[src/hdl/lerw_ram.sv]
// ----------------------------------------------------------------------------
// lerw_ram
// simple dual-port synchronous ram, one write port, one read port with
// registered read data
// ----------------------------------------------------------------------------
module lerw_ram #(
    parameter int WIDTH = 8,
    parameter int DEPTH = 16
) (
    input  logic                     i_clk,
    input  logic                     i_we,
    input  logic [$clog2(DEPTH)-1:0] i_waddr,
    input  logic [WIDTH-1:0]         i_wdata,
    input  logic [$clog2(DEPTH)-1:0] i_raddr,
    output logic [WIDTH-1:0]         o_rdata
);

    logic [WIDTH-1:0] r_mem [DEPTH];
    logic [WIDTH-1:0] r_rdata;

    always_ff @(posedge i_clk) begin
        if (i_we) begin
            r_mem[i_waddr] <= i_wdata;
        end
        r_rdata <= r_mem[i_raddr];
    end

    assign o_rdata = r_rdata;

endmodule

[config.mk]
export PLATFORM = sky130hd
export DESIGN_NAME = lerw_ram
export DESIGN_NICKNAME = d
export VERILOG_FILES = /design/src/hdl/lerw_ram.sv
export SDC_FILE = /design/constraint.sdc
export NUM_CORES = 1
export LEC_CHECK = 0
export ABC_AREA = 1
export BUFFER_PORTS_ARGS = -buffer_cell sky130_fd_sc_hd__buf_2
export CORE_UTILIZATION = 35
export DETAILED_ROUTE_END_ITERATION = 7
export GPL_TIMING_DRIVEN = 0
export PLACE_DENSITY = 0.58
export SYNTH_ARGS = -nofsm -noshare
export SYNTH_HDL_FRONTEND = slang
export SYNTH_SLANG_ARGS = --single-unit
[constraint.sdc]
create_clock -name i_clk -period 1.2 [get_ports i_clk]
set_input_delay 0.06 -clock i_clk [delete_from_list [all_inputs] [get_ports i_clk]]
set_output_delay 0.06 -clock i_clk [all_outputs]
set_load 0.01 [all_outputs]
==> flow_summary.ini <==
[run_status]
status = completed

[global_route]
grt_max_degree = 17
antenna_found_initial = 0
grt_pass1_wl_microns = 20800
gr-total-overflow = 0
grt.total_usage = 0.175
first_global_vias = 3677

[drt]
drtPass1Iterations = 5
viasPerCell = 4.64
vias = 3804
postRouteWirelength_microns = 13700
drt-wirelength-per-cell_microns = 16.7
postRouteAntennaNets = 0
drtIter0Drc = 353
drc = 0

[timing]
fin_worst_skew_ns = 0.00387
fin_crit_sh = 0.941
period_needed_ns = 1.13
rsz0062_at_grt = no
slew_violations = 0
slew_headroom = 0.391
worst_pin_slew_ns = 0.910
fin_tns_setup_ns = 0
setup_viol = 0
max_freq_mhz = 886
hold_viol_final = 0
whs_ns = 0.0664

[clock_network]
cts-htree-levels = 4
cts_hold_buffers = 0
clockBufferDepth = 2
cts.sinks = 136
cts_tree = built
insertion_delay_ns = 0.41
clockRootBuffer = clkbuf_16
cts_made_buffers = 17
clk_pin_slew_ns = 0.06

[synth]
synth_top_cells_by_count = nand2_1, edfxtp_1, inv_1
synth_top_family_by_area = simple AND/OR/NAND/NOR gates
synth-main-ff-cell = edfxtp_1
synth-async-reset-ratio = 0
synth.net_count = 569
yosysTopAreaCellShare = 0.667
yosysSeqAreaShare = 0.694
ys_seq_elements = 136
syn-cell-area_sq_um = 5770
ys_warn_count = 0
synth_compound_area_frac = 0
avgSynthCellArea_sq_um = 10.5
synth_simple_gate_area_frac = 0.210
syn_inst = 551
synth_area_leaders = edfxtp_1, nand2_1, nand3_1
ys_types = 12
synth_edf_count = 128
synthMuxAreaShare = 0
synth_most_common_cell = nand2_1
synth_top_cell_by_area = edfxtp_1
synth-xor-area-share = 0
synthAdderAreaFrac = 0

[worst_setup_path]
crit_required_ns = 1.24
cp_max_fo = 8
worstSetupPathType = primary input to flip-flop
worstPathArrival_ns = 1.17
start_kind = primary input
cp-end-kind = flip-flop
rr_worst_depth = 6

[place]
placed_cell_area_sq_um = 6150
io_buffer_count = 22
hpwlAfterDp_microns = 9040
dp.cells = 789
place_congestion = 0.810

[die]
io_pins = 26
start_util = 0.360
die_h_microns = 130
die_w_microns = 130
fp-row-count = 46
core_sq_um = 16000
die-area_sq_um = 17000

[cells_and_area]
seq_area_sq_um = 4000
multiInputGateArea_sq_um = 1220
drive_gt1_frac = 0.124
finalNonFillerCells = 820
nFillCells = 1599
fin_area_sq_um = 6680
n_antenna_cell = 0
fin_nets = 610
synthToLayoutAreaGrowth_pct = 15.8

[power_and_ir_drop]
p_total_w = 0.0107
p_per_area_nw_per_um2 = 1600
p_leak_nw = 2.86
peakVddDrop_uv = 1020

[flow_run]
maxCapViolations = 0

[min_path]
whs_path_depth = 1
hold_class = primary input to flip-flop
-- repair_timing --
item,in CTS,in global routing
endpoints found under the setup margin,5,8
gates resized for setup,1,2
buffers inserted,0,0
-- routing by layer --
layer	vias up	part of all wire	GRT usage
met4	0	0.028	0.0710
met2	140	0.47	0.283
met5	-	0	0
met3	34	0.061	0.0422
met1	1779	0.44	0.226
li1	1851	-	-
-- logic make-up after synthesis --
kind of cell  Yosys count
buf+inv               126
flops                 136
simple gates          289
-- critical path: stages --
cell and delay [ns]:
buf_2 0.12, nand3b_1 0.33, nor2_1 0.66
-- placed cells by master (no fill, tap or decap) --
cell type   count
buf_1           1
buf_2          35
buf_4           4
buf_6           6
bufinv_16       1
clkbuf_1        3
clkbuf_16      17
clkinv_1        3
clkinv_2        4
clkinvlp_4      3
dfxtp_1         8
edfxtp_1      128
inv_1         100
inv_2           2
nand2_1       173
nand3_1        97
nand3b_1        2
nor2_1         14
nor2_2          3
-- sequential cells by signal, summed over array words and instances (netlist names) --
name	cells
r_mem	128
o_rdata	8
-- power by group --
| part | internal (W) | switching, W | leakage [nW] |
|---|---|---|---|
| logic | 0.000204 | 0.000495 | 1.39 |
| clock network | 0.00279 | 0.00185 | 0.248 |
| registers | 0.00531 | 0.0000256 | 1.22 |
-- metrics by stage --
| step | utilization | worst slack (ns) |
|---|---|---|
| after floorplan | - | 0.189 |
| after global placement | 0.384 | -0.343 |
| after detailed placement | 0.384 | -0.410 |
| after CTS | 0.417 | 0.00143 |
| after global routing | 0.417 | 0.0433 |
| final | 0.417 | 0.0714 |
-- final timing paths --
check / start / endpoint / slack [ns]
setup / recovery: i_waddr[3] / r_mem[5][5]$_DFFE_PP_ / 0.07
setup reg to reg: r_mem[0][7]$_DFFE_PP_ / o_rdata[7]$_DFF_P_ / 0.18
hold / removal: i_wdata[4] / r_mem[10][4]$_DFFE_PP_ / 0.07
hold reg to reg: r_mem[12][5]$_DFFE_PP_ / o_rdata[5]$_DFF_P_ / 0.69
-- area by class of cell --
cell class,instances,area share
Clock buffer,20,0.0654
Timing Repair Buffer,22,0.0165
Tap cell,216,0.0405
Multi-Input combinational cell,289,0.183
Buffer,24,0.0249
Sequential cell,136,0.600
Inverter,102,0.0574
Clock inverter,11,0.0126
Power figures use the tool's default switching activity.
